==> config.mk <==
export PLATFORM = sky130hd
export DESIGN_NAME = riff_wave_pcm_stream_parser_unit
export DESIGN_NICKNAME = d
export VERILOG_FILES = /design/src/hw/rtl/rwps_pkg.sv /design/src/hw/rtl/rwps_parse.sv /design/src/hw/rtl/rwps_skid.sv /design/src/hw/rtl/riff_wave_pcm_stream_parser_unit.sv
export SDC_FILE = /design/constraint.sdc
export NUM_CORES = 1
export LEC_CHECK = 0
export BUFFER_PORTS_ARGS = -buffer_cell sky130_fd_sc_hd__buf_2
export CAP_MARGIN = 20
export CORE_ASPECT_RATIO = 1.5
export CORE_MARGIN = 2
export CORE_UTILIZATION = 45
export DETAILED_ROUTE_END_ITERATION = 10
export PLACE_DENSITY = 0.6
export SETUP_SLACK_MARGIN = 0.15
export SYNTH_ARGS = -nofsm -noshare
export SYNTH_HDL_FRONTEND = slang
export SYNTH_SLANG_ARGS = --single-unit
==> constraint.sdc <==
create_clock -name i_clk -period 15 [get_ports i_clk]
set_input_delay 0.75 -clock i_clk [delete_from_list [all_inputs] [get_ports i_clk]]
set_output_delay 0.75 -clock i_clk [all_outputs]
set_load 0.05 [all_outputs]
==> src/hw/rtl/rwps_pkg.sv <==
package rwps_pkg;

    localparam int unsigned CHAN_MAX = 8;

    localparam logic [31:0] TAG_RIFF = 32'h4646_4952;
    localparam logic [31:0] TAG_WAVE = 32'h4556_4157;
    localparam logic [31:0] TAG_FMT  = 32'h2074_6D66;
    localparam logic [31:0] TAG_DATA = 32'h6174_6164;

    typedef enum logic [3:0] {
        PH_RIFF  = 4'd0,
        PH_RSIZE = 4'd1,
        PH_WAVE  = 4'd2,
        PH_FMT   = 4'd3,
        PH_FSIZE = 4'd4,
        PH_FCODE = 4'd5,
        PH_CHAN  = 4'd6,
        PH_RATE  = 4'd7,
        PH_BRATE = 4'd8,
        PH_ALIGN = 4'd9,
        PH_BITS  = 4'd10,
        PH_SKIP  = 4'd11,
        PH_CTAG  = 4'd12,
        PH_CSIZE = 4'd13,
        PH_DSIZE = 4'd14,
        PH_DATA  = 4'd15
    } t_phase;

    typedef enum logic [1:0] {
        KIND_SAMPLE = 2'd0,
        KIND_FORMAT = 2'd1,
        KIND_ERROR  = 2'd2
    } t_kind;

    typedef enum logic [2:0] {
        ERR_NONE  = 3'd0,
        ERR_RIFF  = 3'd1,
        ERR_WAVE  = 3'd2,
        ERR_FMT   = 3'd3,
        ERR_PCM   = 3'd4,
        ERR_TRUNC = 3'd5,
        ERR_UNSUP = 3'd6
    } t_err;

    typedef struct packed {
        t_kind              kind;
        logic signed [31:0] sample_value;
        logic [2:0]         channel_index;
        logic [3:0]         channels;
        logic [31:0]        sample_rate;
        logic [4:0]         sample_bits;
        t_err               error_code;
        logic               last;
    } t_result;

    function automatic logic [2:0] field_len(input t_phase ph);
        logic [2:0] len;
        case (ph)
            PH_FCODE, PH_CHAN, PH_ALIGN, PH_BITS: len = 3'd2;
            default:                              len = 3'd4;
        endcase
        return len;
    endfunction

endpackage

==> src/hw/rtl/rwps_parse.sv <==
module rwps_parse (
    input  logic             i_clk,
    input  logic             i_rst_n,
    input  logic             i_accept,
    input  logic [7:0]       i_byte,
    input  logic             i_eos,
    output logic             o_res_valid,
    output rwps_pkg::t_result o_res
);

    rwps_pkg::t_phase r_phase, n_phase;
    logic [31:0] r_shift, n_shift;
    logic [1:0]  r_cnt, n_cnt;
    logic [31:0] r_skip, n_skip;
    logic [3:0]  r_chan_total, n_chan_total;
    logic [31:0] r_rate, n_rate;
    logic [4:0]  r_width, n_width;
    logic [31:0] r_remain, n_remain;
    logic [2:0]  r_cur_chan, n_cur_chan;
    logic        r_err, n_err;
    logic        r_done, n_done;

    logic [31:0] acc;
    logic [2:0]  cnt_inc;
    logic [1:0]  nbytes;
    logic [5:0]  frame;
    logic [31:0] remain_new;
    logic        wrap;
    logic        finished;
    logic        done_now;
    logic        res_v;
    rwps_pkg::t_result res;

    always_comb begin
        acc        = r_shift | ({24'd0, i_byte} << {r_cnt, 3'b000});
        cnt_inc    = {1'b0, r_cnt} + 3'd1;
        nbytes     = r_width[4:3];
        frame      = 6'(r_chan_total) * 6'(nbytes);
        remain_new = r_remain - {30'd0, nbytes};
        wrap       = ({1'b0, r_cur_chan} + 4'd1) >= r_chan_total;
        finished   = r_err | ((r_phase == rwps_pkg::PH_DATA) & r_done);

        n_phase      = r_phase;
        n_shift      = r_shift;
        n_cnt        = r_cnt;
        n_skip       = r_skip;
        n_chan_total = r_chan_total;
        n_rate       = r_rate;
        n_width      = r_width;
        n_remain     = r_remain;
        n_cur_chan   = r_cur_chan;
        n_err        = r_err;
        n_done       = r_done;
        res_v        = 1'b0;
        res          = '0;

        if (!finished) begin
            case (r_phase)
                rwps_pkg::PH_SKIP: begin
                    n_skip = r_skip - 32'd1;
                    if (r_skip == 32'd1) begin
                        n_phase = rwps_pkg::PH_CTAG;
                    end
                end
                rwps_pkg::PH_DATA: begin
                    n_shift = acc;
                    n_cnt   = cnt_inc[1:0];
                    if (cnt_inc == {1'b0, nbytes}) begin
                        n_shift = '0;
                        n_cnt   = '0;
                        res_v   = 1'b1;
                        res.kind = rwps_pkg::KIND_SAMPLE;
                        case (nbytes)
                            2'd1:    res.sample_value = {~acc[7], acc[6:0], 24'd0};
                            2'd2:    res.sample_value = {acc[15:0], 16'd0};
                            default: res.sample_value = {acc[23:0], 8'd0};
                        endcase
                        res.channel_index = r_cur_chan;
                        n_remain   = remain_new;
                        res.last   = wrap & (remain_new < {26'd0, frame});
                        n_done     = res.last;
                        n_cur_chan = wrap ? 3'd0 : r_cur_chan + 3'd1;
                    end
                end
                default: begin
                    n_shift = acc;
                    n_cnt   = cnt_inc[1:0];
                    if (cnt_inc >= rwps_pkg::field_len(r_phase)) begin
                        n_shift = '0;
                        n_cnt   = '0;
                        case (r_phase)
                            rwps_pkg::PH_RIFF: begin
                                if (acc != rwps_pkg::TAG_RIFF) begin
                                    res_v = 1'b1;
                                    res.kind = rwps_pkg::KIND_ERROR;
                                    res.error_code = rwps_pkg::ERR_RIFF;
                                    res.last = 1'b1;
                                    n_err = 1'b1;
                                end else begin
                                    n_phase = rwps_pkg::PH_RSIZE;
                                end
                            end
                            rwps_pkg::PH_RSIZE: n_phase = rwps_pkg::PH_WAVE;
                            rwps_pkg::PH_WAVE: begin
                                if (acc != rwps_pkg::TAG_WAVE) begin
                                    res_v = 1'b1;
                                    res.kind = rwps_pkg::KIND_ERROR;
                                    res.error_code = rwps_pkg::ERR_WAVE;
                                    res.last = 1'b1;
                                    n_err = 1'b1;
                                end else begin
                                    n_phase = rwps_pkg::PH_FMT;
                                end
                            end
                            rwps_pkg::PH_FMT: begin
                                if (acc != rwps_pkg::TAG_FMT) begin
                                    res_v = 1'b1;
                                    res.kind = rwps_pkg::KIND_ERROR;
                                    res.error_code = rwps_pkg::ERR_FMT;
                                    res.last = 1'b1;
                                    n_err = 1'b1;
                                end else begin
                                    n_phase = rwps_pkg::PH_FSIZE;
                                end
                            end
                            rwps_pkg::PH_FSIZE: begin
                                n_skip  = (acc > 32'd16) ? acc - 32'd16 + {31'd0, acc[0]}
                                                         : 32'd0;
                                n_phase = rwps_pkg::PH_FCODE;
                            end
                            rwps_pkg::PH_FCODE: begin
                                if (acc != 32'd1) begin
                                    res_v = 1'b1;
                                    res.kind = rwps_pkg::KIND_ERROR;
                                    res.error_code = rwps_pkg::ERR_PCM;
                                    res.last = 1'b1;
                                    n_err = 1'b1;
                                end else begin
                                    n_phase = rwps_pkg::PH_CHAN;
                                end
                            end
                            rwps_pkg::PH_CHAN: begin
                                if (acc == 32'd0 || acc > 32'(rwps_pkg::CHAN_MAX)) begin
                                    res_v = 1'b1;
                                    res.kind = rwps_pkg::KIND_ERROR;
                                    res.error_code = rwps_pkg::ERR_UNSUP;
                                    res.last = 1'b1;
                                    n_err = 1'b1;
                                end else begin
                                    n_chan_total = acc[3:0];
                                    n_phase      = rwps_pkg::PH_RATE;
                                end
                            end
                            rwps_pkg::PH_RATE: begin
                                n_rate  = acc;
                                n_phase = rwps_pkg::PH_BRATE;
                            end
                            rwps_pkg::PH_BRATE: n_phase = rwps_pkg::PH_ALIGN;
                            rwps_pkg::PH_ALIGN: n_phase = rwps_pkg::PH_BITS;
                            rwps_pkg::PH_BITS: begin
                                if (acc != 32'd8 && acc != 32'd16 && acc != 32'd24) begin
                                    res_v = 1'b1;
                                    res.kind = rwps_pkg::KIND_ERROR;
                                    res.error_code = rwps_pkg::ERR_UNSUP;
                                    res.last = 1'b1;
                                    n_err = 1'b1;
                                end else begin
                                    n_width = acc[4:0];
                                    n_phase = (r_skip == 32'd0) ? rwps_pkg::PH_CTAG
                                                                : rwps_pkg::PH_SKIP;
                                end
                            end
                            rwps_pkg::PH_CTAG: begin
                                n_phase = (acc == rwps_pkg::TAG_DATA) ? rwps_pkg::PH_DSIZE
                                                                      : rwps_pkg::PH_CSIZE;
                            end
                            rwps_pkg::PH_CSIZE: begin
                                n_skip  = (acc[0] && acc != 32'hFFFF_FFFF) ? acc + 32'd1 : acc;
                                n_phase = (acc == 32'd0) ? rwps_pkg::PH_CTAG
                                                         : rwps_pkg::PH_SKIP;
                            end
                            rwps_pkg::PH_DSIZE: begin
                                if (frame == 6'd0) begin
                                    res_v = 1'b1;
                                    res.kind = rwps_pkg::KIND_ERROR;
                                    res.error_code = rwps_pkg::ERR_UNSUP;
                                    res.last = 1'b1;
                                    n_err = 1'b1;
                                end else begin
                                    n_remain   = acc;
                                    n_cur_chan = 3'd0;
                                    n_done     = acc < {26'd0, frame};
                                    n_phase    = rwps_pkg::PH_DATA;
                                    res_v           = 1'b1;
                                    res.kind        = rwps_pkg::KIND_FORMAT;
                                    res.channels    = r_chan_total;
                                    res.sample_rate = r_rate;
                                    res.sample_bits = r_width;
                                    res.last        = acc < {26'd0, frame};
                                end
                            end
                            default: begin
                            end
                        endcase
                    end
                end
            endcase
        end

        done_now = n_err | ((n_phase == rwps_pkg::PH_DATA) & n_done);

        if (i_eos) begin
            if (!(res_v && res.last) && !done_now) begin
                res_v = 1'b1;
                res   = '0;
                res.kind       = rwps_pkg::KIND_ERROR;
                res.error_code = rwps_pkg::ERR_TRUNC;
                res.last       = 1'b1;
            end
            n_phase      = rwps_pkg::PH_RIFF;
            n_shift      = '0;
            n_cnt        = '0;
            n_skip       = '0;
            n_chan_total = '0;
            n_rate       = '0;
            n_width      = '0;
            n_remain     = '0;
            n_cur_chan   = '0;
            n_err        = 1'b0;
            n_done       = 1'b0;
        end
    end

    always_ff @(posedge i_clk) begin
        if (!i_rst_n) begin
            r_phase      <= rwps_pkg::PH_RIFF;
            r_shift      <= '0;
            r_cnt        <= '0;
            r_skip       <= '0;
            r_chan_total <= '0;
            r_rate       <= '0;
            r_width      <= '0;
            r_remain     <= '0;
            r_cur_chan   <= '0;
            r_err        <= 1'b0;
            r_done       <= 1'b0;
        end else if (i_accept) begin
            r_phase      <= n_phase;
            r_shift      <= n_shift;
            r_cnt        <= n_cnt;
            r_skip       <= n_skip;
            r_chan_total <= n_chan_total;
            r_rate       <= n_rate;
            r_width      <= n_width;
            r_remain     <= n_remain;
            r_cur_chan   <= n_cur_chan;
            r_err        <= n_err;
            r_done       <= n_done;
        end
    end

    assign o_res_valid = i_accept & res_v;
    assign o_res       = res;

endmodule

==> src/hw/rtl/rwps_skid.sv <==
module rwps_skid (
    input  logic              i_clk,
    input  logic              i_rst_n,
    input  logic              i_in_valid,
    input  rwps_pkg::t_result i_in_data,
    output logic              o_full,
    output logic              o_valid,
    output rwps_pkg::t_result o_data,
    input  logic              i_stall
);

    logic              r_valid;
    logic              r_skid_valid;
    rwps_pkg::t_result r_data;
    rwps_pkg::t_result r_skid;

    always_ff @(posedge i_clk) begin
        if (!i_rst_n) begin
            r_valid      <= 1'b0;
            r_skid_valid <= 1'b0;
        end else if (!r_valid || !i_stall) begin
            r_valid      <= r_skid_valid | i_in_valid;
            r_skid_valid <= 1'b0;
        end else if (i_in_valid) begin
            r_skid_valid <= 1'b1;
        end
    end

    always_ff @(posedge i_clk) begin
        if (!r_valid || !i_stall) begin
            r_data <= r_skid_valid ? r_skid : i_in_data;
        end else if (i_in_valid) begin
            r_skid <= i_in_data;
        end
    end

    assign o_full  = r_skid_valid;
    assign o_valid = r_valid;
    assign o_data  = r_data;

endmodule

==> src/hw/rtl/riff_wave_pcm_stream_parser_unit.sv <==
// A result is formed combinationally from its byte and registered in the output buffer.
// Throughput: one byte per cycle unless stalled; the single-pass step updates all state.
// A two-entry output buffer keeps bytes flowing while one result waits downstream.
// Reset (synchronous, active low) returns the parser to the RIFF tag and empties
// the output buffer; an end-of-stream beat does the same to the parser state.
module riff_wave_pcm_stream_parser_unit (
    input  logic               i_clk,
    input  logic               i_rst_n,
    input  logic               i_valid,
    output logic               o_stall,
    input  logic [7:0]         i_in_byte,
    input  logic               i_end_of_stream,
    output logic               o_valid,
    input  logic               i_stall,
    output logic [1:0]         o_kind,
    output logic signed [31:0] o_sample_value,
    output logic [2:0]         o_channel_index,
    output logic [3:0]         o_channels,
    output logic [31:0]        o_sample_rate,
    output logic [4:0]         o_sample_bits,
    output logic [2:0]         o_error_code,
    output logic               o_last
);

    logic              accept;
    logic              res_valid;
    logic              buf_full;
    rwps_pkg::t_result res;
    rwps_pkg::t_result out;

    assign accept  = i_valid & ~buf_full;
    assign o_stall = buf_full;

    rwps_parse u_parse (
        .i_clk       (i_clk),
        .i_rst_n     (i_rst_n),
        .i_accept    (accept),
        .i_byte      (i_in_byte),
        .i_eos       (i_end_of_stream),
        .o_res_valid (res_valid),
        .o_res       (res)
    );

    rwps_skid u_skid (
        .i_clk      (i_clk),
        .i_rst_n    (i_rst_n),
        .i_in_valid (res_valid),
        .i_in_data  (res),
        .o_full     (buf_full),
        .o_valid    (o_valid),
        .o_data     (out),
        .i_stall    (i_stall)
    );

    assign o_kind          = out.kind;
    assign o_sample_value  = out.sample_value;
    assign o_channel_index = out.channel_index;
    assign o_channels      = out.channels;
    assign o_sample_rate   = out.sample_rate;
    assign o_sample_bits   = out.sample_bits;
    assign o_error_code    = out.error_code;
    assign o_last          = out.last;

endmodule

==> reports/qor.csv <==
stage;metric;value;unit
placement;place_hpwl;53100;um
cells_and_area;fillers;3922;
critical_path;reg2reg_depth;12;
clocking;htree_num_levels;1;
sta;slew_violations;0;
clocking;root_buffer;clkbuf_16;
logic_synthesis;synthCells;2177;
worst_hold_path;min_path_type;flop to flop;
logic_synthesis;ys_async_sr_fraction;0;%
clocking;cts_hold_buf;0;
worst_hold_path;hold_depth;2;
cells_and_area;drive_gt1_share;11.5;%
clocking;clock-sinks;298;
cells_and_area;areaGrowthSynthToFinish;9.79;%
placement;placed_area;0.0193;sq mm
placement;port-buffer-count;88;
logic_synthesis;synth_warnings;0;
global_routing;grt_max_degree;79;
route;drt_iter0_markers;1772;
logic_synthesis;ys.flop_type;dfxtp_1;
sta;tns;0;ns
cells_and_area;fin_util;50.2;%
power_and_ir_drop;vdd_drop_max;0.0764;mV
route;ant_nets;0;
sta;period_share;38.4;%
route;routed_wl;72600;um
outcome;outcome;finished, final reports clean;
cells_and_area;fin_cells;2714;
power_and_ir_drop;cellPowerDensity;94.5;mW/mm^2
clocking;postCtsSetupRepairBufs;0;
logic_synthesis;ys_seq_elements;298;
critical_path;critical_path_arrival;5.95;ns
critical_path;crit_type;flop to flop;
floorplan;die-area;0.0427;sq mm
floorplan;num_rows;90;
clocking;cts_made_buffers;29;
route;num_vias;17400;
worst_hold_path;worstHoldStart;u_parse.r_skip[15]$_SDFFE_PN0P_;
global_routing;grtUsageTotal;33.4;%
sta;rsz0062_at_grt;no;
route;viasPerCell;6.43;
cells_and_area;final_cell_mix;nor2_1 (221), nand2_1 (219), dfxtp_1 (149);
critical_path;start_kind;flop;
placement;gp_congestion;1.03;
sta;fin_crit;5.76;ns
global_routing;overflow;0;
cells_and_area;nets;2231;
sta;final.setup_skew;0.0165;ns
logic_synthesis;syn_avg_cell_area;8.47;sq um
logic_synthesis;yosysUniqueCellTypes;92;
logic_synthesis;seq_area_frac_synth;40.4;%
sta;holdWs;0.464;ns
floorplan;start_util;45.7;%
cells_and_area;final_cell_area;0.0202;sq mm
global_routing;grt_pass1_wl;107000;um
critical_path;critical_path_required;15.20;ns
floorplan;io_pins;97;
sta;max_slew.worst_pin.slew;1.16;ns
critical_path;slowest_delay;0.78;ns
floorplan;die_w;169;um
route;routedWlPerCell;26.8;um
critical_path;cp_slowest_cell;o2111ai_1;
critical_path;r2r_start;u_parse.r_width[3]$_SDFFE_PN0P_;
route;dr.pass1.iters;7;
logic_synthesis;syn-cell-area;0.0184;sq mm
placement;dp_cells;2659;
sta;final_hold_viol_count;0;
critical_path;end_kind;flop;
sta;setup_viol;0;
clocking;cts_tree;done;
clocking;cts_buffer_depth;3;
global_routing;antenna_found_initial;1;
power_and_ir_drop;cellLeakagePower;7.17;nW
flow_run;max_cap_violations;0;
critical_path;critPathMaxFanout;74;
clocking;ctsResizeCount;0;
critical_path;ff2ff_setup_slack;9.24;ns
worst_hold_path;worstHoldEndpoint;u_parse.r_skip[15]$_SDFFE_PN0P_;
critical_path;crit_chain;ha_1 -> fa_1 -> or4b_1 -> nor3_2 -> nand3_1 -> a21oi_1 -> nor3_1 -> o2111ai_1 -> a31oi_4 -> a311o_1 -> a211oi_4 -> buf_4;
clocking;worstSkewPairLatency;0.58;ns
route;drc;0;
critical_path;r2r_end;u_skid.r_skid[35]$_DFFE_PP_;
clocking;clkSlewWorstSetupHoldPaths;0.07;ns
cells_and_area;final_common_cell;nor2_1;
sta;relSlewSlack;22.4;%
floorplan;core_area;0.0403;sq mm
sta;fmax;174;MHz
global_routing;grt_pass1_vias;16600;
floorplan;die_y;252;um
logic_synthesis;synth_enable_flop_cells;148;
power by group:
part | total, mW | internal, mW | switching [mW]
Sequential | 0.874 | 0.863 | 0.0112
Clock | 0.749 | 0.422 | 0.327
Combinational | 0.289 | 0.0749 | 0.214
Total | 1.91 | 1.36 | 0.552
layout make-up:
type                            instances  area (sq um)  share of cell area [%]
Timing Repair Buffer                  139           831                    4.10
Clock buffer                           39           793                    3.92
Tap cell                              506           633                    3.13
Antenna cell                            1          2.50                  0.0124
Inverter                               76           285                    1.41
Clock inverter                         14           155                   0.766
Sequential cell                       298          7450                    36.8
Multi-Input combinational cell       1641         10100                    49.9
metal layers:
| metal | GRT usage, % | part of all wire, % | vias up |
|---|---|---|---|
| met1 | 39.2 | 38 | 8333 |
| li1 | - | - | 8018 |
| met5 | 0 | 0 | - |
| met2 | 56.1 | 47 | 835 |
| met4 | 23.6 | 8.4 | 0 |
| met3 | 4.28 | 6.1 | 254 |
flip-flops by register name, summed over array words and instances, names as in the netlist:
signal	count
u_parse.r_chan_total	4
u_parse.r_cnt	2
u_parse.r_cur_chan	3
u_parse.r_done	1
u_parse.r_err	1
u_parse.r_phase	4
u_parse.r_rate	32
u_parse.r_remain	32
u_parse.r_shift	32
u_parse.r_skip	32
u_parse.r_width	5
u_skid.o_data	74
u_skid.o_full	1
u_skid.o_valid	1
u_skid.r_skid	74
kinds of logic after synthesis:
family,count (synthesis),share of synthesized area [%]
compound gates,617,23.6
xor+xnor,50,2.37
fa+ha+maj,33,2.36
buf+inv,245,5.41
flops,298,40.4
mux,13,0.712
other cells,1,0.0203
simple gates,920,25.1
metrics by stage:
stage	power (mW)	worst slack [ns]
finish	1.91	9.24
global route	1.97	8.88
CTS	1.92	9.29
detailed placement	1.17	9.31
global placement	1.17	9.36
floorplan	1.08	5.81
worst max-delay path by stage:
stage,start,to,slack (ns),cells after the start
3_5_place_dp,u_parse.r_width[4]$_SDFFE_PN0P_,u_skid.r_skid[31]$_DFFE_PP_,9.31,17
5_1_grt,u_parse.r_width[4]$_SDFFE_PN0P_,u_skid.r_skid[22]$_DFFE_PP_,8.88,15
2_1_floorplan,i_in_byte[3],u_skid.r_skid[0]$_DFFE_PP_,5.81,11
6_report,u_parse.r_width[3]$_SDFFE_PN0P_,u_skid.r_skid[35]$_DFFE_PP_,9.24,12
4_1_cts,u_parse.r_width[4]$_SDFFE_PN0P_,u_skid.r_skid[70]$_DFFE_PP_,9.29,17
3_3_place_gp,i_in_byte[3],u_skid.r_skid[35]$_DFFE_PP_,9.36,12
synth_stat cells, types with 8 or more instances:
master	number	area share (%)
or2_2	15	0.51
a21boi_0	56	2.3
a21oi_1	121	3.3
o21a_1	12	0.49
nor2_1	223	4.5
o31ai_4	11	1.3
mux2i_1	12	0.65
nor4_1	46	1.6
o221ai_1	8	0.38
o211ai_1	17	0.69
nand4b_1	8	0.38
a31oi_1	22	0.75
a22oi_1	26	1.1
nand3_1	71	1.9
nand2_1	220	4.5
or3_1	18	0.61
clkbuf_1	134	2.7
nand2b_1	18	0.61
nand4_1	20	0.68
nand3b_1	13	0.53
o2111ai_1	9	0.43
nor2b_1	77	2.6
xor2_1	16	0.76
buf_2	18	0.49
inv_1	75	1.5
o21ai_0	119	3.2
buf_4	9	0.37
and3_1	9	0.31
nor3_1	110	3.0
nor4b_2	9	0.73
ha_1	30	2.0
dfxtp_1	150	16
edfxtp_1	148	24
a221oi_1	10	0.47
nor3b_1	11	0.45
o31ai_1	57	2.3
xnor2_1	34	1.6
or4_1	15	0.61
a211oi_1	16	0.65
o22ai_1	14	0.47
a2111oi_0	10	0.47
a21o_1	23	0.94
and2_1	13	0.44
worst max-delay path: cells and delay by family, from the launching register on:
family          cells  cell delay, ns
flops               1            0.48
simple gates        4            1.47
compound gates      5            1.95
buf+inv             1            0.74
fa+ha+maj           2            0.64
(Power assumes the default switching activity.)
